<file path="src/rtl/bot_pkg.sv">
// Shared types, direction tables and vertex arithmetic for the bounding octagon tracker.
package bot_pkg;

    localparam int COORD_BITS  = 16;
    localparam int MIN_W       = COORD_BITS + 2;
    localparam int VERT_W      = COORD_BITS + 2;
    localparam int NUM_DIR     = 8;
    localparam int DIR_IDX_W   = 3;
    localparam int QUEUE_DEPTH = 2;
    localparam int PTR_W       = $clog2(QUEUE_DEPTH);
    localparam int CNT_W       = $clog2(QUEUE_DEPTH + 1);

    typedef logic signed [COORD_BITS-1:0] coord_t;
    typedef logic signed [MIN_W-1:0]      min_t;
    typedef logic signed [MIN_W:0]        wide_t;
    typedef logic signed [VERT_W-1:0]     vert_t;
    typedef logic signed [1:0]            coef_t;
    typedef logic [DIR_IDX_W-1:0]         dir_idx_t;
    typedef logic [NUM_DIR-1:0]           dir_mask_t;
    typedef min_t [NUM_DIR-1:0]           min_set_t;

    typedef struct packed {
        vert_t x;
        vert_t y;
    } vertex_t;

    // Direction vectors, one component per table.
    localparam coef_t DIR_X [NUM_DIR] = '{-2'sd1, -2'sd1, -2'sd1, 2'sd0,
                                          2'sd1,  2'sd1,  2'sd1,  2'sd0};
    localparam coef_t DIR_Y [NUM_DIR] = '{-2'sd1, 2'sd0,  2'sd1,  2'sd1,
                                          2'sd1,  2'sd0, -2'sd1, -2'sd1};

    // Multiplication by a coefficient of -1, 0 or +1.
    function automatic min_t scale_min(min_t v, coef_t c);
        if (c == 2'sd1) begin
            return v;
        end else if (c == -2'sd1) begin
            return -v;
        end
        return '0;
    endfunction

    function automatic wide_t scale_wide(wide_t v, coef_t c);
        if (c == 2'sd1) begin
            return v;
        end else if (c == -2'sd1) begin
            return -v;
        end
        return '0;
    endfunction

    // Intersection of the support lines of pair p: lines -p mod 8 and 7-p.
    // The determinant is always +1 or -1, so only its sign matters.
    function automatic vertex_t pair_vertex(min_set_t m, dir_idx_t p);
        dir_idx_t a;
        dir_idx_t b;
        coef_t    a1;
        coef_t    b1;
        coef_t    a2;
        coef_t    b2;
        wide_t    m1;
        wide_t    m2;
        wide_t    tx;
        wide_t    ty;
        logic     neg;
        vertex_t  r;
        a   = dir_idx_t'(0) - p;
        b   = dir_idx_t'(NUM_DIR - 1) - p;
        a1  = DIR_X[a];
        b1  = DIR_Y[a];
        a2  = DIR_X[b];
        b2  = DIR_Y[b];
        m1  = wide_t'(m[a]);
        m2  = wide_t'(m[b]);
        tx  = scale_wide(m1, b2) - scale_wide(m2, b1);
        ty  = scale_wide(m2, a1) - scale_wide(m1, a2);
        neg = ((int'(a1) * int'(b2)) - (int'(a2) * int'(b1))) < 0;
        if (neg) begin
            tx = -tx;
            ty = -ty;
        end
        r.x = tx[VERT_W-1:0];
        r.y = ty[VERT_W-1:0];
        return r;
    endfunction

endpackage

</file>
<file path="src/rtl/bounding_octagon_tracker_unit.sv">
// Top level of the bounding octagon tracker: front, snapshot queue and vertex back end.
// Throughput: one point item per cycle while the snapshot queue has room; vertices leave
// at one item per cycle while the receiver is ready, at most eight per set.
// A set's first vertex passes the queue, the vertex registers and the output register.
// Reset (aresetn, synchronous, active low) empties the queue, clears the output and
// marks the next point as the start of a new set.
module bounding_octagon_tracker_unit (
    input  logic            aclk,
    input  logic            aresetn,
    input  logic            s_valid,
    output logic            s_ready,
    input  bot_pkg::coord_t s_point_x,
    input  bot_pkg::coord_t s_point_y,
    input  logic            s_last_point,
    output logic            m_valid,
    input  logic            m_ready,
    output bot_pkg::vert_t  m_vertex_x,
    output bot_pkg::vert_t  m_vertex_y,
    output logic            m_last_vertex
);
    import bot_pkg::*;

    // The front updates the eight minima on every accepted item. When an item closes
    // a set, the minima including that item are pushed into the queue as a snapshot,
    // and the front is at once free to start the next set.
    logic     push_valid;
    min_set_t push_minima;
    logic     q_full;
    logic     q_empty;
    logic     q_pop;
    min_set_t q_head;

    bot_front u_front (
        .aclk         (aclk),
        .aresetn      (aresetn),
        .s_valid      (s_valid),
        .s_ready      (s_ready),
        .s_point_x    (s_point_x),
        .s_point_y    (s_point_y),
        .s_last_point (s_last_point),
        .q_full       (q_full),
        .push_valid   (push_valid),
        .push_minima  (push_minima)
    );

    // The queue holds finished snapshots, so a slow result consumer stalls the
    // front only once the queue has filled.
    bot_queue u_queue (
        .aclk      (aclk),
        .aresetn   (aresetn),
        .push      (push_valid),
        .push_data (push_minima),
        .pop       (q_pop),
        .full      (q_full),
        .empty     (q_empty),
        .head      (q_head)
    );

    // The back end intersects adjacent support lines, drops a vertex equal to its
    // predecessor and sends the rest through a registered output, marking the final one.
    bot_back u_back (
        .aclk          (aclk),
        .aresetn       (aresetn),
        .q_empty       (q_empty),
        .head          (q_head),
        .pop           (q_pop),
        .m_valid       (m_valid),
        .m_ready       (m_ready),
        .m_vertex_x    (m_vertex_x),
        .m_vertex_y    (m_vertex_y),
        .m_last_vertex (m_last_vertex)
    );

endmodule

</file>
<file path="src/rtl/bot_front.sv">
// Front part: accepts points and keeps the eight running directional minima.
module bot_front (
    input  logic              aclk,
    input  logic              aresetn,
    input  logic              s_valid,
    output logic              s_ready,
    input  bot_pkg::coord_t   s_point_x,
    input  bot_pkg::coord_t   s_point_y,
    input  logic              s_last_point,
    input  logic              q_full,
    output logic              push_valid,
    output bot_pkg::min_set_t push_minima
);
    import bot_pkg::*;

    min_set_t minima_reg;
    min_set_t minima_next;
    logic     set_empty_reg;
    logic     accept;
    min_t     px;
    min_t     py;
    min_t     dot [NUM_DIR];

    assign s_ready = !q_full;
    assign accept  = s_valid && s_ready;
    assign px      = min_t'(s_point_x);
    assign py      = min_t'(s_point_y);

    always_comb begin
        for (int i = 0; i < NUM_DIR; i++) begin
            dot[i] = scale_min(px, DIR_X[i]) + scale_min(py, DIR_Y[i]);
            if (set_empty_reg || (dot[i] < minima_reg[i])) begin
                minima_next[i] = dot[i];
            end else begin
                minima_next[i] = minima_reg[i];
            end
        end
    end

    // The snapshot handed on includes the closing point's own update.
    assign push_valid  = accept && s_last_point;
    assign push_minima = minima_next;

    always_ff @(posedge aclk) begin
        if (!aresetn) begin
            minima_reg    <= '0;
            set_empty_reg <= 1'b1;
        end else if (accept) begin
            minima_reg    <= minima_next;
            set_empty_reg <= s_last_point;
        end
    end

endmodule

</file>
<file path="src/rtl/bot_queue.sv">
// Short queue of minima snapshots between the front and back parts.
module bot_queue (
    input  logic              aclk,
    input  logic              aresetn,
    input  logic              push,
    input  bot_pkg::min_set_t push_data,
    input  logic              pop,
    output logic              full,
    output logic              empty,
    output bot_pkg::min_set_t head
);
    import bot_pkg::*;

    min_set_t             entry_reg [QUEUE_DEPTH];
    logic [PTR_W-1:0]     wr_ptr_reg;
    logic [PTR_W-1:0]     rd_ptr_reg;
    logic [CNT_W-1:0]     count_reg;
    logic [CNT_W-1:0]     count_next;

    assign full  = (count_reg == CNT_W'(QUEUE_DEPTH));
    assign empty = (count_reg == '0);
    assign head  = entry_reg[rd_ptr_reg];

    always_comb begin
        count_next = count_reg;
        if (push && !pop) begin
            count_next = count_reg + CNT_W'(1);
        end else if (pop && !push) begin
            count_next = count_reg - CNT_W'(1);
        end
    end

    always_ff @(posedge aclk) begin
        if (push) begin
            entry_reg[wr_ptr_reg] <= push_data;
        end
    end

    always_ff @(posedge aclk) begin
        if (!aresetn) begin
            wr_ptr_reg <= '0;
            rd_ptr_reg <= '0;
            count_reg  <= '0;
        end else begin
            if (push) begin
                wr_ptr_reg <= wr_ptr_reg + PTR_W'(1);
            end
            if (pop) begin
                rd_ptr_reg <= rd_ptr_reg + PTR_W'(1);
            end
            count_reg <= count_next;
        end
    end

    a_no_overflow: assert property (@(posedge aclk) disable iff (!aresetn)
        push |-> !full)
        else $error("Snapshot pushed into a full queue.");

    a_no_underflow: assert property (@(posedge aclk) disable iff (!aresetn)
        pop |-> !empty)
        else $error("Snapshot popped from an empty queue.");

    a_count_bound: assert property (@(posedge aclk) disable iff (!aresetn)
        count_reg <= CNT_W'(QUEUE_DEPTH))
        else $error("Queue fill count beyond its depth.");

endmodule

</file>
<file path="src/rtl/bot_back.sv">
// Back part: turns a minima snapshot into octagon vertices and sends them out.
module bot_back (
    input  logic              aclk,
    input  logic              aresetn,
    input  logic              q_empty,
    input  bot_pkg::min_set_t head,
    output logic              pop,
    output logic              m_valid,
    input  logic              m_ready,
    output bot_pkg::vert_t    m_vertex_x,
    output bot_pkg::vert_t    m_vertex_y,
    output logic              m_last_vertex
);
    import bot_pkg::*;

    vertex_t   vert_reg [NUM_DIR];
    vertex_t   cand [NUM_DIR];
    dir_mask_t keep;
    dir_mask_t mask_reg;
    dir_mask_t mask_next;
    dir_mask_t mask_rest;
    dir_idx_t  sel;
    logic      out_free;
    logic      emit;
    logic      load;
    logic      m_valid_reg;
    logic      m_valid_next;
    vert_t     m_vertex_x_reg;
    vert_t     m_vertex_y_reg;
    logic      m_last_vertex_reg;

    // Vertices of the head snapshot; a vertex equal to its predecessor is dropped.
    always_comb begin
        for (int i = 0; i < NUM_DIR; i++) begin
            cand[i] = pair_vertex(head, dir_idx_t'(i));
        end
        keep[0] = 1'b1;
        for (int i = 1; i < NUM_DIR; i++) begin
            keep[i] = (cand[i] != cand[i-1]);
        end
    end

    always_comb begin
        sel = '0;
        for (int i = NUM_DIR - 1; i >= 0; i--) begin
            if (mask_reg[i]) begin
                sel = dir_idx_t'(i);
            end
        end
    end

    assign mask_rest    = mask_reg & (mask_reg - dir_mask_t'(1));
    assign out_free     = !m_valid_reg || m_ready;
    assign emit         = (mask_reg != '0) && out_free;
    assign load         = !q_empty && ((mask_reg == '0) || (emit && (mask_rest == '0)));
    assign pop          = load;
    assign mask_next    = load ? keep : (emit ? mask_rest : mask_reg);
    assign m_valid_next = emit ? 1'b1 : (m_ready ? 1'b0 : m_valid_reg);

    always_ff @(posedge aclk) begin
        if (load) begin
            for (int i = 0; i < NUM_DIR; i++) begin
                vert_reg[i] <= cand[i];
            end
        end
        if (emit) begin
            m_vertex_x_reg    <= vert_reg[sel].x;
            m_vertex_y_reg    <= vert_reg[sel].y;
            m_last_vertex_reg <= (mask_rest == '0);
        end
    end

    always_ff @(posedge aclk) begin
        if (!aresetn) begin
            mask_reg    <= '0;
            m_valid_reg <= 1'b0;
        end else begin
            mask_reg    <= mask_next;
            m_valid_reg <= m_valid_next;
        end
    end

    assign m_valid       = m_valid_reg;
    assign m_vertex_x    = m_vertex_x_reg;
    assign m_vertex_y    = m_vertex_y_reg;
    assign m_last_vertex = m_last_vertex_reg;

    a_first_kept: assert property (@(posedge aclk) disable iff (!aresetn)
        load |=> mask_reg[0])
        else $error("Loaded vertex set does not keep its first vertex.");

    a_emit_needs_space: assert property (@(posedge aclk) disable iff (!aresetn)
        emit |=> m_valid_reg)
        else $error("Emitted vertex did not reach the output register.");

    a_hold_while_stalled: assert property (@(posedge aclk) disable iff (!aresetn)
        (m_valid_reg && !m_ready) |=> (m_valid_reg && $stable(m_vertex_x_reg)
            && $stable(m_vertex_y_reg) && $stable(m_last_vertex_reg)))
        else $error("Output item changed while waiting for acceptance.");

endmodule

</file>
<file path="config.mk">
export PLATFORM = sky130hd
export DESIGN_NAME = bounding_octagon_tracker_unit
export DESIGN_NICKNAME = d
export VERILOG_FILES = /design/src/rtl/bot_pkg.sv /design/src/rtl/bounding_octagon_tracker_unit.sv /design/src/rtl/bot_front.sv /design/src/rtl/bot_queue.sv /design/src/rtl/bot_back.sv
export SDC_FILE = /design/constraint.sdc
export NUM_CORES = 2
export LEC_CHECK = 0
export CAP_MARGIN = 20
export CORE_MARGIN = 2
export CORE_UTILIZATION = 30
export CTS_CLUSTER_SIZE = 12
export DETAILED_ROUTE_END_ITERATION = 8
export DONT_BUFFER_PORTS = 1
export GPL_ROUTABILITY_DRIVEN = 0
export GPL_TIMING_DRIVEN = 0
export MAX_ROUTING_LAYER = met4
export PLACE_DENSITY = 0.53
export SLEW_MARGIN = 20
export SYNTH_ARGS = -nofsm -noshare
export SYNTH_HDL_FRONTEND = slang
export SYNTH_SLANG_ARGS = --single-unit
</file>
<file path="constraint.sdc">
create_clock -name aclk -period 8.1 [get_ports aclk]
set_input_delay 1.215 -clock aclk [delete_from_list [all_inputs] [get_ports aclk]]
set_output_delay 1.215 -clock aclk [all_outputs]
set_load 0.005 [all_outputs]
</file>
==> PnR_summary.wiki <==
{| class="wikitable"
! Metric !! Value
|-
| Layout cell share with drive strength beyond 1 || 7.83%
|-
| CTS Root Buffer Type || clkbuf_16
|-
| Area of the core || 154000 µm²
|-
| Worst relative slew slack || 18.9%
|-
| Number of design-rule violations left by the first detailed-router iteration || 3797
|-
| Hold_sp || u_front.minima_reg[109]
|-
| Total Routing Usage GR || 21.1%
|-
| Final setup viols || 0
|-
| Starting density of the core || 30.1%
|-
| Routed vias || 36583
|-
| Post-Syn Instances || 4515
|-
| Footprint of the multi-input gates || 25000 µm²
|-
| Avg WL per Cell || 24.8 µm
|-
| Worst hold slack across all endpoints || 0.458 ns
|-
| Number of synthesized flops with an enable pin || 541
|-
| Met3 layer wire length in the routed design || 12300 µm
|-
| Total number of nets in the final design || 4995
|-
| Top fanout value on the critical path || 28
|-
| Maximum level of the CTS H-tree || 3
|-
| Clock insertion delay at the later pin of the skew report || 0.69 ns
|-
| Arrival time reported for the critical path endpoint || 8.33 ns
|-
| Fin. max-slew vios || 0
|-
| Min-Delay Path Class || flip-flop to flip-flop
|-
| Critical Path Start Type || flip-flop
|-
| Filler instances || 15438
|-
| Synthesized area divided by synthesized cell count || 10.3 µm²
|-
| Unrepaired setup endpoints after global routing || false
|-
| Number of distinct library cells after synthesis || 103
|-
| DR DRC count || 0
|-
| Row count || 144
|-
| Warnings, synthesis || 0
|-
| Transition time at the pin with the least slew margin || 1.21 ns
|-
| Async set-or-reset flop fraction in the synthesized netlist || 0%
|-
| Router iterations before antenna repair || 6
|-
| Synth-to-Final Area Change || 12.0%
|-
| Post-route cell area || 51900 µm²
|-
| Worst setup path end || u_back.mask_reg[1]
|-
| Num ports || 76
|-
| Total of max-cap violations || 0
|-
| Sequential cell area || 19400 µm²
|-
| Share of cell area taken by muxes after synthesis || 8.58%
|-
| Port buffer count || 0
|-
| FF-to-FF path depth || 25
|-
| TritonCTS clock tree || yes
|-
| Endpoint type of the worst setup path || flip-flop
|-
| Vias/cell || 5.45
|-
| Power per unit of standard cell area || 393 nW/µm²
|-
| Adder-Cell Fraction of Synth Area || 9.77%
|-
| Synthesized-area fraction occupied by and/or/nand/nor cells || 12.6%
|-
| Combinational family with the most area after synthesis || compound AO/OA/AOI/OAI gates
|-
| Maximum number of buffers from clock root to sink || 3
|-
| Clock transition time at the flip-flop clock pins of the worst setup and hold paths || 0.06 ns
|-
| Clock buffer count from CTS || 78
|-
| Post-route minimum period || 7.79 ns
|-
| First-pass GRT wire length || 235000 µm
|-
| Critical Setup Path Class || flip-flop to flip-flop
|-
| Most common flop cell mapped by yosys || edfxtp_1
|-
| Sinks on the clock net || 700
|-
| Number of flip-flops in the largest register || 288
|-
| Leak Pwr || 19.3 nW
|-
| Pin count of the biggest net entering global routing || 87
|-
| Number of global-route vias before repair || 33906
|-
| Fraction of synthesized cell area in xor and xnor cells || 8.47%
|-
| Die extent in y || 397 µm
|-
| Share of the yosys chip area belonging to registers || 41.9%
|-
| Met2 wire length || 73100 µm
|-
| Worst VDD drop || 0.249 mV
|-
| Synth Area in Compound Gates || 14.2%
|-
| Mapped Area || 46300 µm²
|-
| Worst EP required || 8.64 ns
|-
| Setup clock skew after layout || 0.0436 ns
|-
| Hpwl dp || 134000 µm
|-
| Register-to-Register Setup Slack || 0.31 ns
|-
| Crit Reg-Reg Endpoint || u_back.mask_reg[1]
|-
| Antenna violations before repair || 11
|-
| Placed cell areas || 49300 µm²
|-
| Flip-flop and latch count after synthesis || 700
|-
| Final hold violation count || 0
|-
| Outcome || completed
|-
| Total congestion overflow || 0
|-
| Peak Freq || 128 MHz
|-
| Wirelength, routed || 166000 µm
|-
| Antenna viol nets, final || 0
|-
| Wire length the detailed router placed on met1 || 75700 µm
|-
| Uppermost signal routing layer after detailed routing || met4
|-
| Die span in x || 397 µm
|-
| Final period utilization || 96.2%
|-
| Total Power || 20.4 mW
|-
| Die outline area || 158000 µm²
|-
| Net count of the mapped netlist || 4901
|}
==> cell families after synthesis <==
family	Yosys count
AOI/OAI and AO/OA	987
DFF	700
buffers and inverters	522
adders and majority gates	356
and+or+nand+nor	1182
xor gates and xnor gates	426
muxes	342
==> stage by stage <==
| stage | utilization, % | setup slack (ns) | TNS, ns | cells |
|---|---|---|---|---|
| after floorplan | - | 0.706 | 0 | 4515 |
| after global placement | 31.8 | -2.22 | -524.08 | 6559 |
| after detailed placement | 32.1 | -0.733 | -11.60 | 6575 |
| after CTS | 33.7 | 0.0172 | 0 | 6706 |
| after global routing | 33.8 | 0.0189 | 0 | 6712 |
| final | 33.8 | 0.309 | 0 | 6718 |
==> critical path: stages (launching register included) <==
cell	delay [ns]
dfxtp_1	0.32
buf_4	0.22
buf_2	0.33
buf_4	0.32
buf_4	0.28
buf_4	0.48
buf_2	0.39
buf_4	0.32
mux2i_1	0.23
ha_1	0.29
o211ai_1	0.24
or3_1	0.39
xnor2_1	0.13
mux2_2	0.37
inv_1	0.11
ha_1	0.23
clkbuf_1	0.19
a211oi_1	0.38
o21bai_1	0.20
a31oi_1	0.35
xnor2_2	0.23
xnor3_1	0.42
nor4_2	0.41
o2111a_1	0.27
nand3_1	0.13
o31a_1	0.33
==> report_power, final <==
group	switching, mW	total [mW]	internal [mW]	leakage, nW
Sequential	0.373	5.94	5.56	6.36
Combinational	6.96	11.0	4.00	11.7
Clock	1.55	3.52	1.96	1.18
Total	8.89	20.4	11.5	19.3
==> layout by cell type, fill, tap and decap left out, types with 22 or more instances in the layout <==
cell type	n
nand2_1	347
xor2_1	132
nor4_1	44
xnor2_1	267
nor2b_1	31
nand2b_1	39
mux4_2	36
ha_1	337
o21a_1	54
mux2_2	78
or2_2	22
o211ai_1	27
a31oi_1	28
a211oi_1	30
nor2_1	230
mux2i_1	221
o21ai_0	195
edfxtp_1	541
a22oi_1	57
buf_2	25
clkbuf_16	80
a21o_1	129
dfxtp_1	159
or3_1	33
nor3_1	97
inv_1	337
nand3_1	145
a21oi_1	228
o21bai_1	25
clkbuf_1	134
o211a_1	23
nand4_1	83
o31ai_1	30
==> cell type report <==
type                       count  area share [%]
tap                         2044            4.93
sequential                   700            37.4
antenna                       12          0.0579
clock buffer                  97            4.02
multi-input combinational   3293            48.2
timing repair buffer          16           0.697
clock inverter                36           0.658
buffer                       181            1.53
inverter                     339            2.47
==> per-layer routing <==
layer,track usage [%],up-vias
met3,2.95,241
li1,-,16830
met2,31.8,1398
met1,29.5,18114
met4,5.91,0
met5,-,-
==> synth_stat cells, types with 48 or more instances <==
cell	n	area, µm²
a21o_1	129	968
a21oi_1	230	1150
a22oi_1	57	428
clkbuf_1	121	454
dfxtp_1	159	3180
edfxtp_1	541	16200
ha_1	337	4220
inv_1	338	1270
mux2_2	78	878
mux2i_1	226	2260
nand2_1	347	1300
nand3_1	145	726
nand4_1	83	519
nor2_1	233	875
nor3_1	97	485
nor4_1	48	300
o21a_1	54	405
o21ai_0	197	986
xnor2_1	276	2420
xor2_1	135	1180
==> worst min-delay path by stage <==
stage                         endpoint  cells past startpoint
5_1_grt        u_front.minima_reg[113]                      2
3_3_place_gp   u_front.minima_reg[112]                      2
2_1_floorplan  u_front.minima_reg[109]                      2
3_5_place_dp   u_front.minima_reg[109]                      2
6_report       u_front.minima_reg[109]                      2
4_1_cts        u_front.minima_reg[109]                      2
==> repair_timing <==
action | CTS | global route
resized for setup | 13 | 5
hold endpoints to repair | 0 | 0
hold buffers | 0 | 0
pin swaps | 0 | 0
endpoints found under the setup margin | 10 | 18
buffers inserted | 0 | 0
Note: power is estimated with default switching activity, not from simulation.
